===== src/rtl/uv_sphere_point_generator_macros.svh =====
// Assertion macros shared by the UV sphere point generator RTL.
`ifndef UV_SPHERE_POINT_GENERATOR_MACROS_SVH
`define UV_SPHERE_POINT_GENERATOR_MACROS_SVH
`ifndef SYNTHESIS
`define UVS_ASSERT(lbl, prop) lbl: assert property (@(posedge clk) disable iff (!arst_n) prop) \
	else $error("uvs check failed");
`define UVS_ASSERT_RST(lbl, prop) lbl: assert property (@(posedge clk) prop) \
	else $error("uvs reset check failed");
`else
`define UVS_ASSERT(lbl, prop)
`define UVS_ASSERT_RST(lbl, prop)
`endif
`endif


===== src/rtl/uvs_scale.sv =====
// Vertex position: rotate and scale by the radius, two register stages.
module uvs_scale (
	input  logic               clk,
	input  logic               en,
	input  logic signed [15:0] slon,
	input  logic signed [15:0] clon,
	input  logic signed [15:0] slat,
	input  logic signed [15:0] clat,
	input  logic [15:0]        radius,
	output logic signed [16:0] pos_x,
	output logic signed [16:0] pos_y,
	output logic signed [16:0] pos_z
);

	logic signed [16:0] rad;
	logic signed [31:0] px, pz;
	logic signed [32:0] py;
	logic signed [33:0] qx, qz;
	logic signed [16:0] ax_s1, az_s1, y_s1, x_s2, y_s2, z_s2;

	assign rad = signed'({1'b0, radius});
	assign px = slon * clat;
	assign pz = clon * clat;
	assign py = 33'(slat) * 33'(rad);
	assign qx = 34'(ax_s1) * 34'(rad);
	assign qz = 34'(az_s1) * 34'(rad);

	always_ff @(posedge clk) begin
		if (en) begin
			ax_s1 <= 17'(px >>> 15);
			az_s1 <= 17'(pz >>> 15);
			y_s1 <= 17'(py >>> 15);
			x_s2 <= 17'(qx >>> 15);
			z_s2 <= 17'(qz >>> 15);
			y_s2 <= y_s1;
		end
	end

	assign pos_x = x_s2;
	assign pos_y = y_s2;
	assign pos_z = z_s2;

endmodule


===== config.mk =====
export PLATFORM = sky130hd
export DESIGN_NAME = uvs_scale
export DESIGN_NICKNAME = d
export VERILOG_FILES = /design/src/rtl/uv_sphere_point_generator_macros.svh /design/src/rtl/uvs_scale.sv
export SDC_FILE = /design/constraint.sdc
export NUM_CORES = 2
export LEC_CHECK = 0
export ABC_AREA = 0
export ABC_CLOCK_PERIOD_IN_PS = 11400
export BUFFER_PORTS_ARGS = -buffer_cell sky130_fd_sc_hd__clkbuf_2
export CORE_MARGIN = 2
export CORE_UTILIZATION = 53
export CTS_CLUSTER_SIZE = 40
export DETAILED_ROUTE_END_ITERATION = 8
export PLACE_DENSITY = 0.69
export REMOVE_ABC_BUFFERS = 1
export SKIP_LAST_GASP = 1
export SLEW_MARGIN = 20
export SYNTH_ARGS = -nofsm -noshare
export SYNTH_HDL_FRONTEND = slang
export SYNTH_SLANG_ARGS = --single-unit

===== constraint.sdc =====
create_clock -name clk -period 11.4 [get_ports clk]
set_clock_uncertainty 0.1 [all_clocks]
set_input_delay 1.14 -clock clk [delete_from_list [all_inputs] [get_ports clk]]
set_output_delay 1.14 -clock clk [all_outputs]
set_load 0.02 [all_outputs]

# Word-level counts from Yosys, hierarchy flattened
# Index checks and enable logic that the tools add are counted.
totals:
  ff_bits: 102
  inputBits: 82
  out_inout_bits: 51
  wordCells: 11
op_classes:
  n_mul: 5
op_table:
  columns: ["op", "count"]
  rows:
  - ["$mul A16 B16 Y32", 2]
  - ["$mul A17 B17 Y32", 2]
  - ["$mul A16 B17 Y32", 1]

# Depth between registers and ports, before layout
logic_depth:
  word_depth: 1
  ltp_mapped: 25
  depth_no_buf: 24

# Worst setup path after synthesis
# No wires, ideal clock.
synth_path:
  path_type: "input to register"
  start: "input clat[2]"
  end: "register ax_s1[16] (data pin)"
  setup_ps: 260
  arrival_time_ps: 6853
  t_required_ps: 11040
  slack_ps: 4187
  path_stages: 23
  n_path_buf: 1
  path_cell_list: "clkbuf_1 > and2_1 > fa_1 > inv_1 > fa_1 > fa_1 > inv_1 > fa_1 > fa_1 > inv_1 > fa_1 > inv_1 > ha_1 > a21o_1 > a21o_1 > a21o_1 > a2111o_1 > a21oi_2 > o32ai_1 > or4_4 > a31oi_4 > o21bai_2 > xnor2_1"
synth_via:
  elab_chain_cells: 1
synth_lines:
  columns: ["element", "line", "text"]
  rows:
  - ["from (decl)", "uvs_scale.sv:8", "input logic signed [15:0] clat,"]
  - ["$mul A16 B16 Y32", "uvs_scale.sv:22", "assign px = slon * clat;"]
  - ["net px[31]", "uvs_scale.sv:16", "logic signed [31:0] px, pz;"]
  - ["to (signal assigned)", "uvs_scale.sv:30", "ax_s1 <= 17'(px >>> 15);"]
  - ["to (decl)", "uvs_scale.sv:19", "logic signed [16:0] ax_s1, az_s1, y_s1, x_s2, y_s2, z_s2;"]
# The timed path passes the listed nets, and every way through them passes these cells.
# A chain may end at the register's enable or synchronous reset.

# Worst setup path in the final report
layout_path:
  start: "input radius[2]"
  end: "register x_s2[16] (netlist: pos_x[16]) (data pin)"
layout_via:
  elab_chain_cells: 1
layout_lines:
  columns: ["element", "line", "text"]
  rows:
  - ["from (decl)", "uvs_scale.sv:9", "input logic [15:0] radius,"]
  - ["$mul A17 B17 Y32", "uvs_scale.sv:25", "assign qx = 34'(ax_s1) * 34'(rad);"]
  - ["net qx[31]", "uvs_scale.sv:18", "logic signed [33:0] qx, qz;"]
  - ["to (signal assigned)", "uvs_scale.sv:33", "x_s2 <= 17'(qx >>> 15);"]
  - ["to (decl)", "uvs_scale.sv:19", null]
# The timed path passes the listed nets, and every way through them passes these cells.

==> results.cfg <==
[outcome]
status = finished clean

[logic_synthesis]
synth.cell_area_um2 = 48900
synth.distinct_cells = 57
synthTopCellsByArea = fa_1 (51%), ha_1 (11%), inv_1 (11%), and2_1 (8.0%), edfxtp_1 (6.3%)
syn_area_per_cell_um2 = 9.53
ys_warn_count = 0
postSynthCellCount = 5132
synth_top_area_share_pct = 50.9
synthFlopType = edfxtp_1
netlist_top_cells_count = inv_1 (1380), fa_1 (1245), nand2_1 (651)
yosysSeqAreaShare_pct = 6.26
yosysTopAreaCell = fa_1
async_reset_ff_share_pct = 0
yosys_register_bits = 102
yosysMostFrequentCell = inv_1
synth_edf_count = 102

[floorplanning]
die-area_um2 = 94800
rows = 111
start_util_pct = 53.5
die_h_um = 308
core-area_um2 = 91500
dieWidth_um = 308
ioPinCount = 133

[cells_and_area]
final_util_pct = 55.5
n_fill_cell = 8068
syn_to_final_growth_pct = 3.74
multi_input_area_um2 = 39900
seqCellArea_um2 = 3060
antenna_cells = 0
nNetsFinal = 6846
drive_above_1_share_pct = 3.50
final_area_um2 = 50800

[clocking]
cts-root-buf = clkbuf_16
ctsResizeCount = 0
numCtsBuffers = 9
cts_buffer_depth = 2
clkTransAtPathRegs_ns = 0.08
cts_tree = built
holdBufCountCts = 0
clock_latency_ns = 0.42
clock-sinks = 102
htree_levels = 3
cts_setup_buffers = 0

[critical_path]
crit_type = in2reg
start_kind = input pin
crit_required_ns = 11.47
cp.arrival_ns = 7.75
critPathMaxFanout = 30
endpoint_kind = register

[global_routing]
grt_pass1_vias = 36482
grt_start_max_net_pins = 55
grt_pass1_wl_mm = 187
track_usage_pct = 25.0
grt-ovfl-total = 0
antenna_found_initial = 1

[drt]
wl_per_cell_um = 17.5
wl_mm = 110
vias_per_cell = 5.19
first_pass_iters = 7
wl_met2_mm = 54.0
drc = 0
wl_met3_mm = 6.47
drtIter0Drc = 1852
maxUsedRoutingLayer = met5
drt-met1-wl_mm = 47.7
vias = 32600
drtAntennaViolNets = 0

[sta]
tns_ns = 0
min_period_ns = 7.68
finalSetupViolCount = 0
fmax_mhz = 130
period_share_pct = 67.4
hold_viol = 0
slew_headroom_pct = 26.8
grt_setup_unrepaired = false
worstMarginPinSlew_ns = 1.10
slew_violations = 0

[place]
io_buffers = 132
dp_hpwl_mm = 87.0
place_congestion = 0.885
placed_cell_area_um2 = 50400

[job]
cap_viol_max_count = 0

[min_path]
hold_class = reg2reg
final cells by class:
class	count	share of cell area, %
Clock buffer	9	0.444
Clock inverter	7	0.168
Inverter	1381	10.2
Sequential cell	102	6.03
Multi-Input combinational cell	3440	78.6
Timing Repair Buffer	153	1.62
Tap cell	1186	2.92
worst paths after layout:
path | startpoint | endpoint | slack [ns] | depth (start not counted)
setup / recovery | radius[2] | pos_x[16]$_DFFE_PP_ | 3.72 | 23
hold / removal | y_s1[8]$_DFFE_PP_ | pos_y[8]$_DFFE_PP_ | 0.32 | 0
setup reg to reg | ax_s1[11]$_DFFE_PP_ | pos_x[16]$_DFFE_PP_ | 4.55 | 21
hold reg to reg | y_s1[8]$_DFFE_PP_ | pos_y[8]$_DFFE_PP_ | 0.32 | 0
through the flow:
step / instances / hold WS, ns / worst slack (ns)
2_1_floorplan: 4923 / 0.300 / 4.20
3_3_place_gp: 6262 / 0.301 / 3.36
3_5_place_dp: 6262 / 0.305 / 3.23
4_1_cts: 6278 / 0.325 / 3.66
5_1_grt: 6278 / 0.327 / 3.32
6_report: 6278 / 0.325 / 3.72
flip-flops by register name, indices dropped and copies added (netlist names):
name and count:
ax_s1 17, az_s1 17, pos_x 17, pos_y 17
pos_z 17, y_s1 17
kinds of logic (layout without fill, tap and decap cells):
logic type               after synthesis  after routing  share of synthesized area [%]
flip-flops                           102            102                           6.26
buffers and inverters               1590           1550                           12.2
AO/OA/AOI/OAI                        180            180                           2.49
XOR/XNOR                             125            125                           2.24
AND/OR/NAND/NOR                     1458           1458                           14.8
adder cells (fa/ha/maj)             1677           1677                           62.0
layout by cell type, fill, tap and decap left out, drive strengths merged, types with 5 or more instances in the layout:
cell type,n
inv,1384
fa,1245
nand2,651
and2,624
ha,432
clkbuf,139
edfxtp,102
xnor2,94
nor2,84
a21oi,53
o21ai,33
xor2,31
a21o,27
nand2b,26
buf,23
nor3,19
o21a,18
nor2b,15
nand4,12
nand3,10
and3,9
o21bai,7
a211oi,6
o211ai,5
a31oi,5
worst max-delay path: stages:
cell	delay, ns
clkbuf_2	0.54
buf_4	0.40
nand2_1	0.14
fa_1	0.55
fa_1	0.53
fa_1	0.52
inv_1	0.06
fa_1	0.44
fa_1	0.51
inv_1	0.05
fa_1	0.47
inv_1	0.04
ha_1	0.31
nand4_1	0.13
a211oi_1	0.22
a21boi_1	0.35
o31ai_4	0.12
o211ai_1	0.34
a41oi_2	0.20
a31oi_1	0.27
a21o_1	0.18
a21oi_1	0.08
xnor2_1	0.13
per-layer routing:
layer | vias to the layer above | track usage (%)
li1 | 14608 | -
met1 | 16916 | 34.6
met2 | 960 | 43.0
met3 | 114 | 2.56
met4 | 2 | 5.04
met5 | - | 0
Power is left out: the tool's default activity adds up to more than one toggle a clock period on the data nets, which glitch-free logic cannot reach.
