==> src/rtl/uv_sphere_point_generator_macros.svh <==
// Assertion macros shared by the UV sphere point generator RTL.
`ifndef UV_SPHERE_POINT_GENERATOR_MACROS_SVH
`define UV_SPHERE_POINT_GENERATOR_MACROS_SVH
`ifndef SYNTHESIS
`define UVS_ASSERT(lbl, prop) lbl: assert property (@(posedge clk) disable iff (!arst_n) prop) \
	else $error("uvs check failed");
`define UVS_ASSERT_RST(lbl, prop) lbl: assert property (@(posedge clk) prop) \
	else $error("uvs reset check failed");
`else
`define UVS_ASSERT(lbl, prop)
`define UVS_ASSERT_RST(lbl, prop)
`endif
`endif

==> src/rtl/uvs_pkg.sv <==
// Types, constants and helper functions for the UV sphere point generator.
package uvs_pkg;

	localparam int PHASE_BITS = 16;
	localparam int MAX_TESSELLATION = 255;
	localparam int INDEX_LIMIT = 65535;
	localparam int MIN_TESSELLATION = 3;

	localparam logic [PHASE_BITS-1:0] LAT_OFS = PHASE_BITS'(3 << (PHASE_BITS - 2));
	localparam logic [14:0] QUARTER = 15'(1 << (PHASE_BITS - 2));
	localparam logic [13:0] HALF = 14'(1 << (PHASE_BITS - 3));
	localparam logic [30:0] HALFPI_Q30 = 31'd1686629713;
	localparam logic [30:0] Q30_ONE = 31'd1073741824;

	localparam int DIV_STAGES = 4;
	localparam int HSTEP_LAT = 3;
	localparam int SIN_STEPS = 7;
	localparam int COS_STEPS = 8;
	localparam int X_DLY = SIN_STEPS * HSTEP_LAT + 1;
	localparam int CS_READY = 3 + COS_STEPS * HSTEP_LAT;
	localparam int S_DLY = CS_READY - (3 + SIN_STEPS * HSTEP_LAT + 1);
	localparam int Q_DLY = CS_READY - 1;
	localparam int SC_LAT = CS_READY + 1;
	localparam int POS_LAT = 2;
	localparam int CORE_LAT = DIV_STAGES + SC_LAT + POS_LAT;
	localparam int IDX_DLY = CORE_LAT - 1;

	localparam logic [7:0] SIN_DIV [SIN_STEPS] = '{8'd210, 8'd156, 8'd110, 8'd72, 8'd42,
		8'd20, 8'd6};
	localparam logic [7:0] COS_DIV [COS_STEPS] = '{8'd240, 8'd182, 8'd132, 8'd90, 8'd56,
		8'd30, 8'd12, 8'd2};
	localparam logic [31:0] SIN_RCP [SIN_STEPS] = '{
		32'((64'd1 << 32) / 64'd210), 32'((64'd1 << 32) / 64'd156),
		32'((64'd1 << 32) / 64'd110), 32'((64'd1 << 32) / 64'd72),
		32'((64'd1 << 32) / 64'd42), 32'((64'd1 << 32) / 64'd20),
		32'((64'd1 << 32) / 64'd6)};
	localparam logic [31:0] COS_RCP [COS_STEPS] = '{
		32'((64'd1 << 32) / 64'd240), 32'((64'd1 << 32) / 64'd182),
		32'((64'd1 << 32) / 64'd132), 32'((64'd1 << 32) / 64'd90),
		32'((64'd1 << 32) / 64'd56), 32'((64'd1 << 32) / 64'd30),
		32'((64'd1 << 32) / 64'd12), 32'((64'd1 << 32) / 64'd2)};

	typedef enum logic [1:0] {
		ST_OK      = 2'd0,
		ST_OVER    = 2'd1,
		ST_OUTSIDE = 2'd2
	} status_t;

	typedef enum logic {
		REG_TESS   = 1'b0,
		REG_RADIUS = 1'b1
	} cfg_reg_t;

	typedef struct packed {
		logic [15:0] a0;
		logic [15:0] a1;
		logic [15:0] a2;
		logic [15:0] b2;
		logic        has_tri;
		status_t     st;
	} mesh_t;

	typedef struct packed {
		logic [8:0] rem;
		logic [3:0] bits;
	} dstep_t;

	// four restoring division steps, one quotient bit each
	function automatic dstep_t div_bits(input logic [8:0] rem, input logic [8:0] segs);
		logic [9:0] sh;
		dstep_t r;
		r.rem = rem;
		r.bits = '0;
		for (int b = 3; b >= 0; b--) begin
			sh = {r.rem, 1'b0};
			if (sh >= {1'b0, segs}) begin
				r.bits[b] = 1'b1;
				r.rem = 9'(sh - {1'b0, segs});
			end else begin
				r.rem = sh[8:0];
			end
		end
		return r;
	endfunction

endpackage

==> src/rtl/uvs_phase.sv <==
// Pipelined divider producing longitude and latitude phases.
module uvs_phase (
	input  logic                           clk,
	input  logic                           en,
	input  logic [7:0]                     ring,
	input  logic [8:0]                     column,
	input  logic [7:0]                     tess,
	output logic [uvs_pkg::PHASE_BITS-1:0] lon_phase,
	output logic [uvs_pkg::PHASE_BITS-1:0] lat_phase
);

	logic [8:0] segs;
	logic [8:0] num [2];
	logic [8:0] rem_s [uvs_pkg::DIV_STAGES][2];
	logic [15:0] q_s [uvs_pkg::DIV_STAGES][2];
	logic [8:0] rem_n [uvs_pkg::DIV_STAGES][2];
	logic [15:0] q_n [uvs_pkg::DIV_STAGES][2];

	assign segs = {tess, 1'b0};
	assign num[0] = column;
	assign num[1] = {1'b0, ring};

	always_comb begin
		uvs_pkg::dstep_t d;
		logic ge;
		logic [8:0] r0;
		for (int l = 0; l < 2; l++) begin
			ge = num[l] >= segs;
			r0 = ge ? 9'(num[l] - segs) : num[l];
			d = uvs_pkg::div_bits(r0, segs);
			rem_n[0][l] = d.rem;
			q_n[0][l] = {d.bits, 12'd0};
			for (int k = 1; k < uvs_pkg::DIV_STAGES; k++) begin
				d = uvs_pkg::div_bits(rem_s[k-1][l], segs);
				rem_n[k][l] = d.rem;
				q_n[k][l] = q_s[k-1][l] | 16'({12'd0, d.bits} << (12 - 4 * k));
			end
		end
	end

	always_ff @(posedge clk) begin
		if (en) begin
			for (int k = 0; k < uvs_pkg::DIV_STAGES; k++) begin
				for (int l = 0; l < 2; l++) begin
					rem_s[k][l] <= rem_n[k][l];
					q_s[k][l] <= q_n[k][l];
				end
			end
		end
	end

	assign lon_phase = q_s[uvs_pkg::DIV_STAGES-1][0];
	assign lat_phase = q_s[uvs_pkg::DIV_STAGES-1][1] + uvs_pkg::LAT_OFS;

endmodule

==> config.mk <==
export PLATFORM = sky130hd
export DESIGN_NAME = uvs_phase
export DESIGN_NICKNAME = d
export VERILOG_FILES = /design/src/rtl/uv_sphere_point_generator_macros.svh /design/src/rtl/uvs_pkg.sv /design/src/rtl/uvs_phase.sv
export SDC_FILE = /design/constraint.sdc
export NUM_CORES = 1
export LEC_CHECK = 0
export ABC_CLOCK_PERIOD_IN_PS = 15650
export BUFFER_PORTS_ARGS = -buffer_cell sky130_fd_sc_hd__buf_2
export CAP_MARGIN = 40
export CORE_MARGIN = 2
export CORE_UTILIZATION = 25
export CTS_BUF_LIST = sky130_fd_sc_hd__clkbuf_8
export DETAILED_ROUTE_END_ITERATION = 7
export GPL_TIMING_DRIVEN = 0
export SLEW_MARGIN = 20
export SYNTH_ARGS = -nofsm -noshare
export SYNTH_HDL_FRONTEND = slang
export SYNTH_SLANG_ARGS = --single-unit
==> constraint.sdc <==
create_clock -name clk -period 15.65 [get_ports clk]
set_clock_uncertainty 0.05 [all_clocks]
set_input_delay 0.7825 -clock clk [delete_from_list [all_inputs] [get_ports clk]]
set_output_delay 0.7825 -clock clk [all_outputs]
set_load 0.01 [all_outputs]
Word level (Yosys, flattened, before mapping)
Memory sizes are Yosys's and may differ from the RTL's.
Index checks and enable logic that the tools add are counted.
{"block": "totals", "inputBits": 27, "ff_bits": 0, "out_inout_bits": 32, "memories": 2, "word_cells": 145, "ramBits": 200}
{"block": "op_classes", "muxes": 68, "bitwise": 6, "addsub": 35, "order_cmp": 34}
{"memory": "q_s", "words": 4, "width": 32, "rd": 4, "rd_ports_with_merged_regs": 0, "write_ports": 4, "line_no": "uvs_phase.sv:15", "rtl": "logic [15:0] q_s [uvs_pkg::DIV_STAGES][2];"}
{"memory": "rem_s", "words": 4, "width": 18, "rd": 3, "rd_ports_with_merged_regs": 0, "write_ports": 4, "line_no": "uvs_phase.sv:14", "rtl": "logic [8:0] rem_s [uvs_pkg::DIV_STAGES][2];"}
{"operator": "10-bit by 9-bit greater-or-equal comparator with 1-bit output", "n": 32}
{"operator": "9-bit 2-to-1 mux", "n": 34}
{"operator": "9-bit subtractor", "n": 33}
{"operator": "1-bit 2-to-1 mux", "n": 34}
{"operator": "16-bit by 12-bit bitwise OR with 16-bit output", "n": 2}
{"operator": "16-bit by 4-bit bitwise OR with 16-bit output", "n": 2}
{"operator": "16-bit by 8-bit bitwise OR with 16-bit output", "n": 2}
{"operator": "16-bit adder, second input constant", "n": 1}
{"operator": "8-bit by 9-bit greater-or-equal comparator with 1-bit output", "n": 1}
{"operator": "9-bit greater-or-equal comparator", "n": 1}
{"operator": "8-bit by 9-bit subtractor with 9-bit output", "n": 1}

Depth between registers and ports, before layout
{"block": "logic_depth", "depth_word": 10, "depth_mapped": 56, "mapped_depth_nobuf": 51}

Worst setup path before layout
No wires, ideal clock.
{"block": "synth_timing", "path_type": "in2reg", "start": "in tess[1]", "end": "mem rem_s[0][12] in the netlist's numbering (data pin)", "slack_ns": 4.447, "n_path_buf": 1, "required_ns": 15.340, "cell_stages": 46, "setup_time_ns": 0.260, "t_arrival_ns": 10.893, "cell_sequence": "inv_1 ha_1 and4_1 a311o_1 o21a_4 a21oi_2 mux2_2 ha_1 a21oi_1 o22ai_1 a211oi_4 nand2_4 o21ai_0 inv_1 ha_1 nor2b_1 o21ai_0 a21boi_1 [10 not listed] o21a_1 nor3_1 o311ai_4 buf_6 and2_1 ha_1 nor2b_1 o21ai_0 a21oi_1 o21ai_0 a21oi_1 a41o_1 a21o_1 o21ba_2 and2_4 or2_4 inv_4 mux2_4"}
{"element": "start: declaration", "line_no": "uvs_phase.sv:7", "rtl": "input logic [7:0] tess,"}
{"element": "end: declaration", "line_no": "uvs_phase.sv:14"}

==> out/results.tsv <==
metric	value	unit
yosysSeqAreaShare	23.0	%
path_max_fanout	24	
start_util	25.3	%
worstPathRequired	15.82	ns
drc	0	
cts-buffers-inserted	17	
fin_tns_setup	0	ns
syn-cell-area	16700	um2
slew_headroom	42.8	%
use_met2	21.7	%
ctsLongestPathBuffers	2	
synth_ff_type	edfxtp_1	
cp_slowest_cell	fa_1	
port_buffers	58	
nets	2251	
layout_commonest_cell	ha_1	
use_met1	16.7	%
min_period	12.09	ns
syn_area_per_cell	8.92	um2
overflow	0	
vias	13700	
grt_pass1_vias	13400	
synth_warnings	0	
die_area	69000	um2
die_w	263	um
cts_sinks	128	
yosysTopAreaCell	edfxtp_1	
tightestPinTransition	0.859	ns
netlist-cell-type-count	96	
cts_resized	0	
synth_seq_cells	128	
cp_common_cell	o21ai_0	
dp.cells	2807	
holdWs	0.365	ns
placed_area	18300	um2
grt_first_pass_wirelength	71.1	mm
worstPathArrival	12.27	ns
hold_path_class	reg -> reg	
path_clk_slew	0.09	ns
antenna_found_initial	1	
hold_viol	0	
drtPass1Iterations	5	
rows	94	
core_area	66000	um2
synthArstFlopShare	0	%
end_kind	flip-flop	
final_max_slew_viol_count	0	
areaGrowthSynthToFinish	12.1	%
gr-usage-all-layers	12.6	%
root_buffer	clkbuf_8	
cts_tree	done	
postSynthCellCount	1875	
die_h	263	um
drive_above_1_share	15.2	%
grt_busiest_layer	met2	
final_cell_mix	ha_1 (249), a21oi_1 (153), nor2_1 (143)	
clkLatencyLatePin	0.50	ns
max_freq	0.0827	GHz
viasPerCell	4.83	
synth_edf_count	128	
setup_viol	0	
dp_hpwl	33.0	mm
syn_nets	2163	
rsz0062_at_grt	no	
path_class	in -> reg	
synth_top_area_share	23.0	%
ios	59	
maxCapViolations	0	
antenna_left	0	
grt_max_degree	91	
finalWeightedCongestion	0.825	
final_area	18700	um2
yosys-top-cells-area	edfxtp_1 (23%), ha_1 (19%), mux2_2 (5.2%)	
drt_iter0_drc	681	
grt.met3_usage	1.42	%
finalWirelength	43.7	mm
min_period_over_period	77.3	%
status	finished, final reports clean	
critPathLaunchType	input pin	
fin_cells	2841	
ctsHoldBuffers	0	
wl_per_cell	15.4	um
slowest_delay	0.55	ns
cts_max_level	4	
cts_setup_buffers	0	
[state kept, by name, summed over array words and instances (netlist names)]
| signal | flops |
|---|---|
| q_s | 80 |
| rem_s | 48 |
[stage by stage]
stage	setup slack, ns	util (%)
floorplan	4.45	-
global placement	2.12	27.4
detailed placement	3.12	27.8
CTS	3.61	28.4
global route	2.60	28.4
finish	3.56	28.4
[layer usage]
| metal | vias to the layer above | share of wire, % | wire length [um] |
|---|---|---|---|
| met5 | - | 0 | 0 |
| met4 | 0 | 1.5 | 645 |
| met3 | 32 | 2.6 | 1150 |
| met2 | 186 | 47 | 20600 |
| met1 | 6430 | 49 | 21400 |
| li1 | 7076 | - | - |
[worst paths after layout]
kind | startpoint | end | slack (ns) | cells past startpoint
setup reg to reg | rem_s[0][10] | rem_s[0][34] | 6.53 | 38
hold / removal | q_s[1][24] | q_s[2][24] | 0.37 | 0
hold reg to reg | q_s[1][24] | q_s[2][24] | 0.37 | 0
setup / recovery | tess[1] | rem_s[0][3] | 3.56 | 50
[logic make-up after synthesis]
| group | share of synthesized area (%) |
|---|---|
| buf+inv | 4.98 |
| xor+xnor | 7.49 |
| flops | 23.0 |
| simple gates | 16.0 |
| compound gates | 20.7 |
| mux | 7.80 |
| fa+ha+maj | 20.1 |
[final cells by class]
type	count	area, um2
timing repair buffer	69	537
clock buffer	17	234
tap	864	1080
multi-input combinational	1569	12000
antenna	1	2.50
inverter	106	400
fill	6963	47200
sequential	128	3840
buffer	72	433
clock inverter	15	173
[Yosys cell counts (42+ instances only)]
master and instances:
xor2_1 45, inv_1 103, nor2_1 143, xnor2_1 98, nor2b_1 46, o21ai_0 135
nand2_1 101, a21o_1 42, a21oi_1 153, o21a_1 43, nand2b_1 49, mux2_2 77
edfxtp_1 128, ha_1 249
[critical path: cells and delay by family]
kind	cells	cell delay, ns
mux	1	0.24
compound gates	26	5.71
fa+ha+maj	5	1.87
buf+inv	9	1.96
simple gates	9	1.67
Power is left out: the tool's default activity adds up to more than one toggle a clock period on the data nets, which glitch-free logic cannot reach.
